[src/wavetable_oscillator_crossfade_top_defines.svh]
// Assertion macros used by the oscillator's top level
`ifndef WAVETABLE_OSCILLATOR_CROSSFADE_TOP_DEFINES_SVH
`define WAVETABLE_OSCILLATOR_CROSSFADE_TOP_DEFINES_SVH

// antecedent holds -> consequent in the same cycle
`define WOC_ASSERT_NOW(lbl, clk, rst_n, ante, cons) \
  lbl: assert property (@(posedge clk) disable iff (!rst_n) (ante) |-> (cons)) \
    else $error("assertion failed");

// antecedent holds -> consequent in the next cycle
`define WOC_ASSERT_NEXT(lbl, clk, rst_n, ante, cons) \
  lbl: assert property (@(posedge clk) disable iff (!rst_n) (ante) |=> (cons)) \
    else $error("assertion failed");

`endif

[src/woc_pkg.sv]
// Shared types, codes and constants of the wavetable oscillator
`default_nettype none

package woc_pkg;

  localparam int TABLE_DEPTH_DEF  = 8192;
  localparam int QSINE_DEPTH_DEF  = 1024;
  localparam int SAMPLE_W         = 24;
  localparam int FADE_W           = 24;
  localparam int SINE_W           = 18;
  localparam logic [63:0] HALF_PI_Q30 = 64'd1686629713;
  localparam logic [63:0] SINE_ONE    = 64'd131072;

  typedef enum logic [1:0] {
    CMD_TICK   = 2'd0,
    CMD_WRITE  = 2'd1,
    CMD_COMMIT = 2'd2,
    CMD_NOP    = 2'd3
  } cmd_e;

  localparam logic [1:0] FADE_NONE   = 2'd0;
  localparam logic [1:0] FADE_LINEAR = 2'd1;
  localparam logic [1:0] FADE_POWER  = 2'd2;

  localparam logic [1:0] REG_INTERP   = 2'd0;
  localparam logic [1:0] REG_FTYPE    = 2'd1;
  localparam logic [1:0] REG_FLEN     = 2'd2;
  localparam logic [1:0] REG_MUTE     = 2'd3;

  localparam logic [1:0]        FTYPE_RST = FADE_LINEAR;
  localparam logic [FADE_W-1:0] FLEN_RST  = 24'd2205;

  typedef enum logic [4:0] {
    OP_NONE,
    OP_TAKE,
    OP_POS,
    OP_RD_N1,
    OP_RD_N2,
    OP_RD_O1,
    OP_RD_O2,
    OP_RD_LAST,
    OP_INT_MUL,
    OP_INT_ADD,
    OP_SINE_K,
    OP_SINE_RD0,
    OP_SINE_RD1,
    OP_SINE_RD2,
    OP_MIX_MUL,
    OP_MIX_ADD,
    OP_FINISH
  } dp_op_e;

  typedef struct packed {
    dp_op_e op;
  } ctl_cmd_t;

  typedef struct packed {
    cmd_e       in_cmd;
    logic       mute;
    logic       fading;
    logic [1:0] fade_type;
    logic       div_busy;
    logic       out_full;
  } ctl_status_t;

endpackage

`default_nettype wire

[src/woc_ctrl.sv]
// Sequencer for the oscillator: steps the datapath through one request
`default_nettype none

module woc_ctrl (
  input  wire logic                  clk_i,
  input  wire logic                  rst_ni,
  input  wire logic                  in_valid_i,
  output logic                       in_ready_o,
  input  wire woc_pkg::ctl_status_t  status_i,
  output woc_pkg::ctl_cmd_t          ctl_o
);

  localparam logic [4:0] ST_IDLE     = 5'd0;
  localparam logic [4:0] ST_POS      = 5'd1;
  localparam logic [4:0] ST_RD_N1    = 5'd2;
  localparam logic [4:0] ST_RD_N2    = 5'd3;
  localparam logic [4:0] ST_RD_O1    = 5'd4;
  localparam logic [4:0] ST_RD_O2    = 5'd5;
  localparam logic [4:0] ST_RD_LAST  = 5'd6;
  localparam logic [4:0] ST_INT_MUL  = 5'd7;
  localparam logic [4:0] ST_INT_ADD  = 5'd8;
  localparam logic [4:0] ST_WAIT_DIV = 5'd9;
  localparam logic [4:0] ST_SINE_K   = 5'd10;
  localparam logic [4:0] ST_SINE_RD0 = 5'd11;
  localparam logic [4:0] ST_SINE_RD1 = 5'd12;
  localparam logic [4:0] ST_SINE_RD2 = 5'd13;
  localparam logic [4:0] ST_MIX_MUL  = 5'd14;
  localparam logic [4:0] ST_MIX_ADD  = 5'd15;
  localparam logic [4:0] ST_FINISH   = 5'd16;

  logic [4:0] state_q, state_d;

  always_comb begin
    state_d    = state_q;
    ctl_o.op   = woc_pkg::OP_NONE;
    in_ready_o = 1'b0;
    case (state_q)
      ST_IDLE: begin
        in_ready_o = 1'b1;
        if (in_valid_i) begin
          ctl_o.op = woc_pkg::OP_TAKE;
          if (status_i.in_cmd == woc_pkg::CMD_TICK) begin
            state_d = status_i.mute ? ST_FINISH : ST_POS;
          end
        end
      end
      ST_POS: begin
        ctl_o.op = woc_pkg::OP_POS;
        state_d  = ST_RD_N1;
      end
      ST_RD_N1: begin
        ctl_o.op = woc_pkg::OP_RD_N1;
        state_d  = ST_RD_N2;
      end
      ST_RD_N2: begin
        ctl_o.op = woc_pkg::OP_RD_N2;
        state_d  = ST_RD_O1;
      end
      ST_RD_O1: begin
        ctl_o.op = woc_pkg::OP_RD_O1;
        state_d  = status_i.fading ? ST_RD_O2 : ST_INT_MUL;
      end
      ST_RD_O2: begin
        ctl_o.op = woc_pkg::OP_RD_O2;
        state_d  = ST_RD_LAST;
      end
      ST_RD_LAST: begin
        ctl_o.op = woc_pkg::OP_RD_LAST;
        state_d  = ST_INT_MUL;
      end
      ST_INT_MUL: begin
        ctl_o.op = woc_pkg::OP_INT_MUL;
        state_d  = ST_INT_ADD;
      end
      ST_INT_ADD: begin
        ctl_o.op = woc_pkg::OP_INT_ADD;
        state_d  = status_i.fading ? ST_WAIT_DIV : ST_FINISH;
      end
      ST_WAIT_DIV: begin
        if (!status_i.div_busy) begin
          case (status_i.fade_type)
            woc_pkg::FADE_LINEAR: state_d = ST_MIX_MUL;
            woc_pkg::FADE_POWER:  state_d = ST_SINE_K;
            default:              state_d = ST_FINISH;
          endcase
        end
      end
      ST_SINE_K: begin
        ctl_o.op = woc_pkg::OP_SINE_K;
        state_d  = ST_SINE_RD0;
      end
      ST_SINE_RD0: begin
        ctl_o.op = woc_pkg::OP_SINE_RD0;
        state_d  = ST_SINE_RD1;
      end
      ST_SINE_RD1: begin
        ctl_o.op = woc_pkg::OP_SINE_RD1;
        state_d  = ST_SINE_RD2;
      end
      ST_SINE_RD2: begin
        ctl_o.op = woc_pkg::OP_SINE_RD2;
        state_d  = ST_MIX_MUL;
      end
      ST_MIX_MUL: begin
        ctl_o.op = woc_pkg::OP_MIX_MUL;
        state_d  = ST_MIX_ADD;
      end
      ST_MIX_ADD: begin
        ctl_o.op = woc_pkg::OP_MIX_ADD;
        state_d  = ST_FINISH;
      end
      ST_FINISH: begin
        if (!status_i.out_full) begin
          ctl_o.op = woc_pkg::OP_FINISH;
          state_d  = ST_IDLE;
        end
      end
      default: state_d = ST_IDLE;
    endcase
  end

  always_ff @(posedge clk_i or negedge rst_ni) begin
    if (!rst_ni) begin
      state_q <= ST_IDLE;
    end else begin
      state_q <= state_d;
    end
  end

endmodule

`default_nettype wire
[config.mk]
export PLATFORM = sky130hd
export DESIGN_NAME = woc_ctrl
export DESIGN_NICKNAME = d
export VERILOG_FILES = /design/src/wavetable_oscillator_crossfade_top_defines.svh /design/src/woc_pkg.sv /design/src/woc_ctrl.sv
export SDC_FILE = /design/constraint.sdc
export NUM_CORES = 1
export LEC_CHECK = 0
export ABC_AREA = 1
export BUFFER_PORTS_ARGS = -buffer_cell sky130_fd_sc_hd__buf_4
export CELL_PAD_IN_SITES_DETAIL_PLACEMENT = 0
export CELL_PAD_IN_SITES_GLOBAL_PLACEMENT = 1
export CORE_UTILIZATION = 30
export CTS_CLUSTER_DIAMETER = 40
export DETAILED_ROUTE_END_ITERATION = 10
export PLACE_DENSITY = 0.84
export SLEW_MARGIN = 20
export SYNTH_ARGS = -nofsm -noshare
export SYNTH_HDL_FRONTEND = slang
export SYNTH_SLANG_ARGS = --single-unit
[constraint.sdc]
create_clock -name clk_i -period 1.3 [get_ports clk_i]
set_clock_uncertainty 0.1 [all_clocks]
set_input_delay 0.065 -clock clk_i [delete_from_list [all_inputs] [get_ports clk_i]]
set_output_delay 0.065 -clock clk_i [all_outputs]
set_load 0.02 [all_outputs]
# Word-level counts from Yosys, hierarchy flattened
# Cells that the tools add are included.
# totals
output_inout_bits	6
wordCells	39
register_bits	5
in_bits	11
# op_classes
n_mux	13
eq_ne	22
n_reduce_logical	3
# ops
operator	n
$pmux 5 s17	1
$pmux 5 s16	1
$eq 5x4->1 const B	8
$mux 5	7
$eq 5x3->1 const B	4
$eq 5x2->1 const B	2
$pmux 5 s2	1
$ne 2x2->1 const B	4
$eq 5x1->1 const B	1
$eq 5x5->1 const B	1
$logic_not 5->1	1
$reduce_and 4->1	1
$eq 2x1->1 const B	1
$eq 2x2->1 const B	1
$logic_not 2->1	1
$mux 1	2
$mux 2	1

# Longest topological paths before layout
# Gate-level depths: netlist (run 1).
# logic_depth
word_depth	4
depth_mapped	10
mapped_depth_nobuf	9

# Worst setup path after synthesis (run 1)
# Ideal clock, no wire load.
# synth_timing
path_kind	register -> register
start	reg state_q[2]
end	reg state_q[4]
arrival_time_ps	1171
synth_period_minus_slack_ps	1391
slack_ps	-91
setup_time_ps	120
n_path_buf	0
path_stages_with_launch	9
t_required_ps	1080
path_cell_list	dfrtp_1 nor2_2 inv_2 nor2_4 nand2_2 nand3_2 inv_2 nand2_1 nand2_1
# synth_between
elab_chain_cells	3
word_cells_on_any_way	23
cone_classes	eq/ne: 20; mux: 1; reduce/logical: 2
# synth_lines
element	line	source
start, declared	woc_ctrl.sv:31	logic [4:0] state_q, state_d;
start signal, assigned	woc_ctrl.sv:126	state_q <= state_d;
$eq 5x4->1 (tied with other cells)	woc_ctrl.sv:37	case (state_q)
$ne 2x2->1 (no source line)	-	
$reduce_and 4->1 (no source line)	-	
# Parallel ways exist; a longest one is shown, timed or not.
# A chain may end at the register's enable or synchronous reset.

==> results.sh, run 1 <==
export IMPL_async_flop_share_pct=100
export IMPL_critPathMaxFanout=5
export IMPL_regArea_um2=130
export IMPL_rsz0062_at_grt="yes"
export IMPL_grt_max_degree=7
export IMPL_numCtsBuffers=3
export IMPL_yosys_area_share_simple_pct=56.7
export IMPL_critical_path_class="register to output port"
export IMPL_antenna_found_initial=0
export IMPL_dpl_cell_area_um2=905
export IMPL_hold_violations=0
export IMPL_violations="setup timing"
export IMPL_place_ws_ns=-0.180
export IMPL_root_buffer="clkbuf_4"
export IMPL_synth_seq_area_share_pct=20.1
export IMPL_ir_worst_vdd_mv=1.20
export IMPL_hp_class="input port to asynchronous set/reset pin"
export IMPL_fmax_ghz=0.593
export IMPL_start_util_pct=31.7
export IMPL_status="finished with violations"
export IMPL_slowest_stage="dfrtp_2"
export IMPL_vias=900
export IMPL_grt_pass1_vias=771
export IMPL_clock_sinks=5
export IMPL_max_slew_margin_pct=81.5
export IMPL_clockBufferDepth=2
export IMPL_fin_crit_ns=1.69
export IMPL_drt_iter0_markers=24
export IMPL_synth_compound_area_share_pct=7.85
export IMPL_multiInputGateArea_um2=523
export IMPL_yosys_area_top_type="dfrtp_1"
export IMPL_use_met1_pct=25.2
export IMPL_slowest_delay_ns=0.46
export IMPL_finalWirelength_um=2430
export IMPL_busiest_layer="met2"
export IMPL_maxSlewViolCount=0
export IMPL_worst_pin_slew_ns=0.277
export IMPL_synth_nets=117
export IMPL_cp_arrival_ns=1.52
export IMPL_cap_violations=0
export IMPL_place_port_buffers=16
export IMPL_cp_required_ns=1.13
export IMPL_cp_common_cell="buf_6"
export IMPL_syn_avg_cell_area_um2=5.92
export IMPL_synth_fa_ha_area_share_pct=2.01
export IMPL_clk_latency_ns=0.25
export IMPL_synth_seq_cells=5
export IMPL_path_delay_family="simple AND/OR/NAND/NOR gates"
export IMPL_yosys_cell_count_top_type="nand2_1"
export IMPL_grt_pass1_wl_um=3340
export IMPL_power_mw=2.43
export IMPL_rows=16
export IMPL_remaining_drc_errors=0
export IMPL_reg_top3="state_q: 5 flops"
export IMPL_synthMuxAreaShare_pct=0
export IMPL_routabilityCongestion=0.858
export IMPL_die_h_um=47.5
export IMPL_synth_area_leaders="dfrtp_1, nand2_1, nor2_1"
export IMPL_drtPass1Iterations=5
export IMPL_fin_nets=169
export IMPL_routedWlPerCell_um=13.3
export IMPL_ys_warn_count=0
export IMPL_cp_num_buf_inv=2
export IMPL_nFillCells=188
export IMPL_crit_chain="buf_6, nand3_1, nor2_2, nor2_1, and2_4, nand2_2, buf_6"
export IMPL_synth_commonest_cells="nand2_1, nor2_1, inv_1"
export IMPL_diodes=0
export IMPL_synth_top_area_share_pct=20.1
export IMPL_use_met3_pct=3.40
export IMPL_top_register="state_q"
export IMPL_overflow=0
export IMPL_cts_tree="yes"
export IMPL_use_met2_pct=40.3
export IMPL_io_pins=17
export IMPL_setup_violations=11
export IMPL_syn_to_final_growth_pct=94.0
export IMPL_finalCritPeriodShare_pct=130
export IMPL_synth_edf_count=0
export IMPL_htreeDepth=1
export IMPL_crit_path_end_kind="output port"
export IMPL_fin_ws_ns=-0.387
export IMPL_coreArea_mm2=0.00196
export IMPL_dp_hpwl_um=1500
export IMPL_fin_area_mm2=0.00121
export IMPL_largest_reg_flops=5
export IMPL_power_density_mw_per_mm2=2020
export IMPL_p_leak_nw=0.634
export IMPL_dieArea_mm2=0.00226
export IMPL_synth_top_family_by_area="simple AND/OR/NAND/NOR gates"
export IMPL_track_usage_pct=22.6
export IMPL_synth_cell_types=22
export IMPL_viasPerCell=4.92
export IMPL_postRouteAntennaNets=0
export IMPL_cp_start_kind="register"
export IMPL_path_clk_slew_ns=0.04
export IMPL_netlist_area_um2=622
export IMPL_syn_instance_count=105
export IMPL_synth_ff_type="dfrtp_1"
export IMPL_synth_xor_area_share_pct=0
export IMPL_layout_drive_gt1_share_pct=57.7
export IMPL_dieWidth_um=47.5
-- logic make-up after synthesis --
logic type,Yosys count
compound gates,9
fa+ha+maj,1
buf+inv,19
flops,5
simple gates,71
-- per-layer routing --
layer / routed length [µm] / share of wire (%) / vias up
met5: 0 / 0 / -
met4: 53 / 2.2 / 0
met3: 114 / 4.7 / 5
met2: 1320 / 55 / 40
met1: 937 / 39 / 424
li1: - / - / 431
-- through the flow --
| step | util [%] | hold WS, ns | TNS, ns | instances |
|---|---|---|---|---|
| 6_report | 61.5 | 0.0495 | -3.30 | 183 |
| 4_1_cts | 55.9 | 0.0520 | -2.72 | 179 |
| 2_1_floorplan | - | -0.331 | -0.269 | 105 |
| 5_1_grt | 61.5 | 0.0680 | -3.72 | 183 |
| 3_3_place_gp | 46.1 | -0.234 | -1.30 | 163 |
| 3_5_place_dp | 46.1 | -0.234 | -1.34 | 163 |
-- report_power, final --
group	internal (mW)	switching (mW)	total (mW)	leakage (nW)
sequential	0.200	0.112	0.312	0.0618
clock	0.116	0.0711	0.188	0.0150
combinational	0.997	0.934	1.93	0.557
-- worst paths after layout --
check,startpoint,end,slack (ns),cells past startpoint
setup / recovery,state_q[1],ctl_o[2],-0.39,7
hold / removal,rst_ni,state_q[2],0.05,2
setup reg to reg,state_q[0],state_q[3],-0.32,7
hold reg to reg,state_q[2],state_q[0],0.74,4
max in group asynchronous,rst_ni,state_q[0],0.93,2
min in group clk_i,status_i[5],state_q[0],0.12,4
-- cell type report --
class,instances,area share (%)
Multi-Input combinational cell,81,43.4
Sequential cell,5,10.8
Timing Repair Buffer,49,35.4
Clock buffer,4,2.18
Tap cell,27,2.80
Inverter,17,5.50
-- timing repair --
| action | 4_1_cts | 5_1_grt |
|---|---|---|
| endpoints found under the setup margin | 11 | 11 |
| buffers inserted | 10 | 5 |
| hold buffers | 2 | 0 |
| hold endpoints to repair | 7 | 0 |
| pin swaps | 9 | 11 |
| gates cloned | 0 | 0 |
| gates resized for setup | 18 | 26 |
-- layout by cell type, fill, tap and decap left out, types with 2 or more instances in the layout --
cell type / count
buf_4: 35
nand2_1: 22
inv_1: 11
buf_6: 11
nor2_1: 9
nor2_2: 7
nand3_1: 7
nand2_2: 6
nor2_4: 5
inv_2: 5
nand4_1: 4
a21oi_1: 4
dfrtp_2: 4
nand2_4: 3
clkbuf_4: 3
nand3_4: 2
o21ai_1: 2
o21ai_2: 2
dlygate4sd3_1: 2
-- worst reg2reg max path: cells and delay by family, from the launching register on --
family / cells / cell delay [ns]
and+or+nand+nor: 5 / 0.74
DFF: 1 / 0.50
buffers and inverters: 2 / 0.18
Note: power is estimated with default switching activity, not from simulation.
==> run 2, diff against run 1 <==
- ABC_AREA: 1 -> not set
- PLACE_DENSITY: 0.84 -> 0.82
==> results.sh, run 2 <==
export IMPL_overflow=0
export IMPL_clock_sinks=5
export IMPL_fin_nets=127
export IMPL_clk_latency_ns=0.26
export IMPL_coreArea_mm2=0.00159
export IMPL_rsz0062_at_grt="yes"
export IMPL_drt_iter0_markers=19
export IMPL_maxSlewViolCount=0
export IMPL_synth_commonest_cells="nor2_1, a21oi_1, o21ai_0"
export IMPL_ys_warn_count=0
export IMPL_numCtsBuffers=3
export IMPL_largest_reg_flops=5
export IMPL_power_density_mw_per_mm2=597
export IMPL_postRouteAntennaNets=0
export IMPL_synth_cell_types=33
export IMPL_yosys_area_top_type="dfrtp_1"
export IMPL_dieWidth_um=44.5
export IMPL_hp_class="input port to asynchronous set/reset pin"
export IMPL_start_util_pct=34.0
export IMPL_dp_cells=122
export IMPL_status="finished with violations"
export IMPL_grt_pass1_vias=675
export IMPL_setup_worst_path_start="state_q[1]"
export IMPL_top_register="state_q"
export IMPL_finalWirelength_um=1740
export IMPL_setup_violations=11
export IMPL_synth_nets=85
export IMPL_reg2reg_from="state_q[2]"
export IMPL_vias=700
export IMPL_die_h_um=44.5
export IMPL_max_slew_margin_pct=81.0
export IMPL_async_flop_share_pct=100
export IMPL_final_common_cell="buf_4"
export IMPL_worst_pin_slew_ns=0.283
export IMPL_synth_edf_count=0
export IMPL_p_seq_share_pct=28.6
export IMPL_cap_violations=0
export IMPL_cp_arrival_ns=1.47
export IMPL_yosys_cell_count_top_type="nor2_1"
export IMPL_cp_required_ns=1.13
export IMPL_root_buffer="clkbuf_4"
export IMPL_track_usage_pct=19.2
export IMPL_syn_avg_cell_area_um2=7.42
export IMPL_violations="setup timing"
export IMPL_routabilityCongestion=0.808
export IMPL_power_share_clock_pct=31.2
export IMPL_combPwrFrac_pct=40.3
export IMPL_fin_ws_ns=-0.332
export IMPL_synth_top_area_share_pct=23.1
export IMPL_p_sw_mw=0.208
export IMPL_grt_max_degree=12
export IMPL_rows=14
export IMPL_synth_seq_cells=5
export IMPL_io_pins=17
export IMPL_remaining_drc_errors=0
export IMPL_viasPerCell=5.07
export IMPL_syn_instance_count=73
export IMPL_layout_drive_gt1_share_pct=64.0
export IMPL_synth_area_leaders="dfrtp_1, nor2_1, a21oi_1"
export IMPL_final_cell_mix="buf_4, nor2_1, buf_6"
export IMPL_hold_violations=0
export IMPL_diodes=0
export IMPL_whs_ns=0.0423
export IMPL_cp_start_kind="register"
export IMPL_fin_crit_ns=1.63
export IMPL_ir_worst_vdd_mv=0.493
export IMPL_synth_ff_type="dfrtp_1"
export IMPL_antenna_found_initial=0
export IMPL_clockBufferDepth=2
export IMPL_synth_seq_area_share_pct=23.1
export IMPL_routedWlPerCell_um=12.6
export IMPL_path_clk_slew_ns=0.05
export IMPL_grt_pass1_wl_um=2830
export IMPL_drtPass1Iterations=4
export IMPL_critPathMaxFanout=5
export IMPL_dpl_cell_area_um2=810
export IMPL_p_int_mw=0.402
export IMPL_syn_to_final_growth_pct=88.7
export IMPL_fin_area_mm2=0.00102
export IMPL_reg_top3="state_q: 5 flops"
export IMPL_p_sw_share_pct=34.1
export IMPL_p_leak_nw=0.460
export IMPL_instances_no_fill=138
export IMPL_dieArea_mm2=0.00198
export IMPL_dp_hpwl_um=1110
export IMPL_place_port_buffers=16
export IMPL_finalCritPeriodShare_pct=126
export IMPL_netlist_area_um2=542
export IMPL_htreeDepth=1
export IMPL_cts_tree="yes"
export IMPL_crit_path_end_kind="output port"
export IMPL_fmax_ghz=0.613
export IMPL_critical_path_class="register to output port"
-- run 2: changes by cell type in the layout (fill, tap and decap cells not counted), moves of 5 or more --
cell     before  now
nand2_2       6    1
nor2_2        7    1
nand2_1      22    3
nand3_1       7    0
inv_1        11    3
-- run 2: timing repair --
item | CTS | global route
endpoints found under the hold margin | 5 | 0
hold buffers | 1 | 0
gates resized for setup | 16 | 13
endpoints found under the setup margin | 11 | 11
setup buffers | 10 | 1
pin swaps | 5 | 6
cloned | 1 | 0
-- run 2: path summary, 6_finish.rpt --
path	endpoint	slack (ns)	depth (start not counted)
worst max-delay path	ctl_o[1]	-0.33	4
worst min register to register	state_q[0]	0.56	2
max in group asynchronous	state_q[2]	0.93	2
worst max register to register	state_q[3]	-0.27	5
worst min-delay path	state_q[0]	0.04	2
min in group clk_i	state_q[4]	0.06	3
-- run 2: per-layer routing --
metal	vias to the layer above	share of wire, %	global-route usage [%]
li1	338	-	-
met1	339	41	23.5
met2	23	52	33.8
met3	0	6.9	4.90
met4	0	0	4.24
met5	-	0	0
-- run 2: final cells by class --
class                      count  area, µm²
clock buffer                   3       22.5
clock inverter                 1       5.00
fill                         141        572
inverter                       4       15.0
multi-input combinational     57        447
sequential                     5        130
tap                           24       30.0
timing repair buffer          44        373
-- run 2: cells by family after synthesis --
family / share of synthesized area, %
XOR/XNOR: 3.23
buffers and inverters: 10.6
adder cells (fa/ha/maj): 2.31
flip-flops: 23.1
AO/OA/AOI/OAI: 29.3
multiplexers: 1.85
AND/OR/NAND/NOR: 29.6
-- run 2: power groups by stage --
stage	registers [mW]	logic [mW]	clock network, mW
after detailed placement	0.173	0.206	0
after global placement	0.173	0.203	0
final	0.174	0.246	0.190
after floorplan	0.171	0.125	0
after global routing	0.174	0.266	0.207
after CTS	0.174	0.228	0.188
-- run 2: through the flow --
stage / setup slack (ns) / total power [mW] / setup TNS [ns] / utilization, %
final: -0.332 / 0.610 / -2.71 / 64.1
after global routing: -0.373 / 0.648 / -3.23 / 64.1
after CTS: -0.310 / 0.590 / -2.88 / 61.9
after detailed placement: -0.193 / 0.379 / -1.12 / 50.8
after global placement: -0.165 / 0.376 / -0.926 / 50.8
after floorplan: -0.110 / 0.296 / -0.230 / -
-- run 2: worst max-delay path, stage by stage, from the launching register on --
cell and delay (ns):
dfrtp_2 0.46, buf_6 0.14, or3_4 0.35, a21oi_2 0.11, buf_4 0.14
==> run 3, diff against run 2 <==
- BUFFER_PORTS_ARGS: -buffer_cell sky130_fd_sc_hd__buf_4 -> -buffer_cell sky130_fd_sc_hd__buf_2
==> results.sh, run 3 (synthesis results as in run 2) <==
export IMPL_status="finished with violations"
export IMPL_violations="setup timing"
export IMPL_critPathMaxFanout=7
export IMPL_clock_sinks=5
export IMPL_clk_latency_ns=0.24
export IMPL_drt_iter0_markers=16
export IMPL_p_sw_mw=0.193
export IMPL_place_port_buffers=16
export IMPL_p_int_mw=0.404
export IMPL_p_leak_nw=0.469
export IMPL_hp_class="input port to asynchronous set/reset pin"
export IMPL_combPwrFrac_pct=40.9
export IMPL_finalWirelength_um=1770
export IMPL_start_util_pct=34.0
export IMPL_layout_drive_gt1_share_pct=68.1
export IMPL_grt_max_degree=12
export IMPL_ir_worst_vdd_mv=0.503
export IMPL_power_share_clock_pct=30.2
export IMPL_clockBufferDepth=2
export IMPL_diodes=0
export IMPL_largest_reg_flops=5
export IMPL_dpl_cell_area_um2=739
export IMPL_utilization_pct=65.4
export IMPL_wl_met3_um=108
export IMPL_instances_no_fill=137
export IMPL_rsz0062_at_grt="yes"
export IMPL_cp_start_kind="register"
export IMPL_cp_arrival_ns=1.45
export IMPL_wl_met2_um=905
export IMPL_routabilityCongestion=0.852
export IMPL_reg_top3="state_q: 5 flops"
export IMPL_critical_path_class="register to output port"
export IMPL_slowest_stage="dfrtp_2"
export IMPL_cts_tree="yes"
export IMPL_fin_area_mm2=0.00104
export IMPL_maxSlewViolCount=0
export IMPL_setup_violations=11
export IMPL_nFillCells=135
export IMPL_met1_length_um=742
export IMPL_grt_pass1_vias=599
export IMPL_dp_hpwl_um=982
export IMPL_numCtsBuffers=3
export IMPL_drtPass1Iterations=4
export IMPL_final_common_cell="buf_4"
export IMPL_cp_required_ns=1.13
export IMPL_final_cell_mix="buf_4, buf_2, buf_6"
export IMPL_fin_nets=126
export IMPL_p_sw_share_pct=32.3
export IMPL_fmax_ghz=0.619
export IMPL_rows=14
export IMPL_path_clk_slew_ns=0.05
export IMPL_hold_violations=0
export IMPL_dieWidth_um=44.5
export IMPL_routedWlPerCell_um=12.9
export IMPL_dr_max_layer_used="met4"
export IMPL_io_pins=17
export IMPL_crit_path_end_kind="output port"
export IMPL_syn_to_final_growth_pct=92.4
export IMPL_grt_pass1_wl_um=2720
export IMPL_dp_cells=118
export IMPL_finalCritPeriodShare_pct=124
export IMPL_viasPerCell=5.01
export IMPL_antenna_found_initial=0
export IMPL_die_h_um=44.5
export IMPL_coreArea_mm2=0.00159
export IMPL_dieArea_mm2=0.00198
export IMPL_track_usage_pct=19.1
export IMPL_fin_ws_ns=-0.317
export IMPL_power_density_mw_per_mm2=573
export IMPL_cap_violations=0
export IMPL_top_register="state_q"
export IMPL_fin_crit_ns=1.62
export IMPL_slowest_delay_ns=0.46
export IMPL_power_mw=0.597
export IMPL_htreeDepth=1
export IMPL_root_buffer="clkbuf_4"
export IMPL_remaining_drc_errors=0
export IMPL_overflow=0
export IMPL_worst_pin_slew_ns=0.258
export IMPL_postRouteAntennaNets=0
export IMPL_crit_chain="buf_12, or3_4, a21oi_2, buf_4"
export IMPL_place_ws_ns=-0.115
export IMPL_vias=687
export IMPL_p_seq_share_pct=28.9
export IMPL_max_slew_margin_pct=82.7
==> run 3: power groups by stage <==
stage               combinational (mW)  clock, mW  sequential [mW]
global route                     0.263      0.197            0.173
detailed placement               0.187          0            0.172
finish                           0.244      0.180            0.172
CTS                              0.229      0.181            0.170
floorplan                        0.125          0            0.171
global placement                 0.187          0            0.172
==> run 3: per-stage QoR <==
stage / hold slack (ns) / TNS [ns]
2_1_floorplan: -0.331 / -0.230
3_3_place_gp: -0.220 / -0.529
3_5_place_dp: -0.221 / -0.617
4_1_cts: 0.0680 / -2.18
5_1_grt: 0.0913 / -3.05
6_report: 0.0732 / -2.46
==> run 3: worst paths after layout <==
path	cells after the start	startpoint	slack, ns	endpoint
max in group asynchronous	2	rst_ni	0.88	state_q[0]
worst max-delay path	4	state_q[1]	-0.32	ctl_o[1]
min in group clk_i	3	status_i[0]	0.10	state_q[4]
worst min-delay path	2	rst_ni	0.07	state_q[4]
worst min register to register	3	state_q[4]	0.55	state_q[0]
worst max register to register	6	state_q[1]	-0.30	state_q[3]
==> run 3: what timing repair did <==
item | CTS | global route
hold buffers | 1 | 0
gates cloned | 1 | 0
setup endpoints to repair | 11 | 11
buffers inserted | 11 | 2
resized for setup | 22 | 19
hold endpoints to repair | 5 | 0
pin swaps | 6 | 10
==> run 3: area by class of cell <==
| cell class | instances | area (µm²) | area share (%) |
|---|---|---|---|
| clock buffers | 4 | 26.3 | 2.52 |
| inverters | 4 | 15.0 | 1.44 |
| multi-input cells | 57 | 469 | 45.0 |
| flip-flops and latches | 5 | 130 | 12.5 |
| well taps | 24 | 30.0 | 2.88 |
| repair buffers | 43 | 372 | 35.7 |
==> run 3: worst max-delay path, delay by kind of cell, from the launching register on <==
kind | cells | cell delay (ns)
buffers and inverters | 2 | 0.31
AOI/OAI and AO/OA | 1 | 0.11
DFF | 1 | 0.46
and+or+nand+nor | 1 | 0.32
==> run 3: routing by layer <==
metal | up-vias | GRT usage, %
li1 | 338 | -
met1 | 317 | 24.9
met2 | 30 | 31.8
met3 | 2 | 2.45
met4 | 0 | 7.27
met5 | - | 0
